$ cat src/rtl/cfd_boundary_ghost_state_unit_macros.svh
// Assertion helpers for the boundary ghost unit
`ifndef CFD_BOUNDARY_GHOST_STATE_UNIT_MACROS_SVH
`define CFD_BOUNDARY_GHOST_STATE_UNIT_MACROS_SVH

// same-cycle implication
`define CBG_ASSERT_IMP(label, ante, cons) \
label: assert property (@(posedge clock) disable iff (reset) (ante) |-> (cons)) \
   else $error("boundary ghost unit check failed");

// next-cycle implication
`define CBG_ASSERT_NXT(label, ante, cons) \
label: assert property (@(posedge clock) disable iff (reset) (ante) |=> (cons)) \
   else $error("boundary ghost unit check failed");

`endif

$ cat src/rtl/cbg_delay.sv
module cbg_delay #(
   parameter int W = 48,
   parameter int N = 1
) (
   input  logic         clock,
   input  logic [W-1:0] din,
   output logic [W-1:0] dout
);

   logic [W-1:0] d_ff [N];

   always_ff @(posedge clock) begin
      d_ff[0] <= din;
      for (int i = 1; i < N; i++) begin
         d_ff[i] <= d_ff[i-1];
      end
   end

   assign dout = d_ff[N-1];

endmodule

$ cat config.mk
export PLATFORM = sky130hd
export DESIGN_NAME = cbg_delay
export DESIGN_NICKNAME = d
export VERILOG_FILES = /design/src/rtl/cfd_boundary_ghost_state_unit_macros.svh /design/src/rtl/cbg_delay.sv
export SDC_FILE = /design/constraint.sdc
export NUM_CORES = 1
export LEC_CHECK = 0
export ABC_AREA = 1
export BUFFER_PORTS_ARGS = -buffer_cell sky130_fd_sc_hd__buf_4
export CELL_PAD_IN_SITES_DETAIL_PLACEMENT = 0
export CELL_PAD_IN_SITES_GLOBAL_PLACEMENT = 2
export CORE_ASPECT_RATIO = 0.5
export CORE_UTILIZATION = 17
export DETAILED_ROUTE_END_ITERATION = 16
export PLACE_DENSITY_LB_ADDON = 0.1
export SLEW_MARGIN = 0
export SYNTH_ARGS = -nofsm -noshare
export SYNTH_HDL_FRONTEND = slang
export SYNTH_SLANG_ARGS = --single-unit
export TNS_END_PERCENT = 20
$ cat constraint.sdc
create_clock -name clock -period 0.8 [get_ports clock]
set_input_delay 0.08 -clock clock [delete_from_list [all_inputs] [get_ports clock]]
set_output_delay 0.08 -clock clock [all_outputs]
set_load 0.01 [all_outputs]
==> impl_metrics.yaml <==
critical_path:
  arrival_ns: 0.72
  critical_path.cell_chain: "buf_6"
  critPathLaunch: "d_ff[0][40]$_DFF_P_"
  path_class: "register to output port"
  crit_fanout: 1
  crit_required_ns: 0.72
  cp-start-kind: "register"
  critPathSlowestCell: "dfxtp_2"
  cp.depth: 1
  path_buf_inv: 1
  cp_top_family: "flip-flops"
  end_kind: "output port"
  crit_path_max_incr_delay_ns: 0.32
sta:
  tightest_slew_ns: 0.09152
  finalSetupViolations: 1
  fmax_mhz: 1250
  holdWs_ns: 0.4334
  finalHoldViolCount: 0
  relSlewSlack: 0.9388
  finalCriticalPeriod_ns: 0.8000
  worst_slack_ns: -0.00002842
  rsz0062_at_grt: "yes"
  report.final.slew_viol_count: 0
  tns_ns: -0.00002842
  period_share: 1.000
cells_and_area:
  final_cell_mix: "49 x buf_4, 48 x dlygate4sd3_1, 47 x buf_6"
  utilization: 0.5075
  layout-drive-gt1-share: 0.7350
  regArea_mm2: 0.001015
  largest-register: "d_ff"
  top_regs: "d_ff (48)"
  multi_input_cells: 0
  multi_input_area_um2: 0
  largest_register_ffs: 48
  nFillCells: 446
  final_common_cell: "buf_4"
  diodes: 0
  syn_to_final_growth_pct: 173.6
  fin_nets: 248
clock_network:
  clkSinkCount: 48
  clk_path_buf_depth: 2
  clkTransAtPathRegs_ns: 0.06
  cts_max_level: 2
  postCtsSetupRepairBufs: 0
  cts_buffers: 5
  clockRootBuffer: "clkbuf_16"
  cts_tree: "yes"
power:
  power_density_mw_per_mm2: 2046
  leakagePower_nw: 1.202
  finalPower_mw: 5.379
  peakVddDrop_mv: 0.9930
drt:
  drtIter0Drc: 1
  vias: 911
  wire_per_inst_um: 10.79
  viasPerCell: 3.374
  final_antenna_net_count: 0
  wirelength_um: 2914
  dr.pass1.iters: 2
  drcViolationCount: 0
floorplan:
  die_h_um: 55.16
  dieArea_mm2: 0.005975
  die_w_um: 108.3
  start_util: 0.1855
  rows: 18
  ios: 97
  core_mm2: 0.005180
status:
  violations: "setup timing"
  status: "complete, but fails checks"
placement:
  gp_congestion: 0.5956
  place.port_buffers: 96
synthesis:
  synth-seq-cells: 48
  ys_types: 1
  synth_area_um2: 960.9
  syn_nets: 97
  synth_top_area_share: 1.000
  ys_seq_area_frac: 1.000
  avgSynthCellArea_um2: 20.02
  netlist_instances: 48
  yosys.area.top_type: "dfxtp_1"
  yosysWarnings: 0
  synth_area_leaders: "dfxtp_1 100%"
grt:
  track_usage: 0.09772
  overflow: 0
  grt_max_degree: 15
  grt_pass1_wl_um: 3974
  antenna_found_initial: 0
  grt_pass1_vias: 913
min_path:
  holdPathStages: 2
  min-delay-start: "din[23]"
  hold_class: "input pin to register"
  hold_path_end: "d_ff[0][23]$_DFF_P_"
run:
  maxCapViolCount: 0
area by class of cell:
class / instances / area share
timing repair buffer: 144 / 0.5240
sequential: 48 / 0.3860
clock buffer: 6 / 0.05283
tap: 70 / 0.03332
clock inverter: 2 / 0.003808
per-stage QoR:
step	area (µm²)	cells	worst slack [ns]
floorplan	960.9	48	0.3892
global placement	1769	214	0.3041
detailed placement	1769	214	0.2983
CTS	2577	270	-0.005284
global route	2629	270	-0.03188
finish	2629	270	-0.00002842
power breakdown:
group          internal, mW  total (mW)  switching, mW
clock network          1.23        2.08          0.849
logic                 0.519       0.699          0.180
registers              2.54        2.60         0.0567
total                  4.29        5.38           1.09
timing repair:
item | in CTS | in global routing
gates resized for setup | 59 | 31
endpoints found under the hold margin | 48 | 0
hold buffers | 48 | 0
setup endpoints to repair | 42 | 48
per-layer routing:
layer | GRT usage | vias to the layer above | routed length, µm
li1 | - | 446 | -
met1 | 0.08911 | 404 | 1103
met2 | 0.1773 | 58 | 1443
met3 | 0.05269 | 3 | 346
met4 | 0.06757 | 0 | 21
met5 | 0 | - | 0
synthesized netlist by cell type:
cell type,number
dfxtp_1,48
kinds of logic (layout without fill, tap and decap cells):
| logic type | count (synthesis) | after routing | synth area share |
|---|---|---|---|
| buffers and inverters | 0 | 152 | 0 |
| DFF | 48 | 48 | 1.000 |
how the worst max path moves through the flow:
stage,end,slack [ns]
after floorplan,dout[0],0.39
after global placement,dout[45],0.30
after detailed placement,dout[28],0.30
after CTS,dout[46],-0.005
after global routing,dout[40],-0.03
final,dout[40],-0.00003
Note: power is estimated with default switching activity, not from simulation.
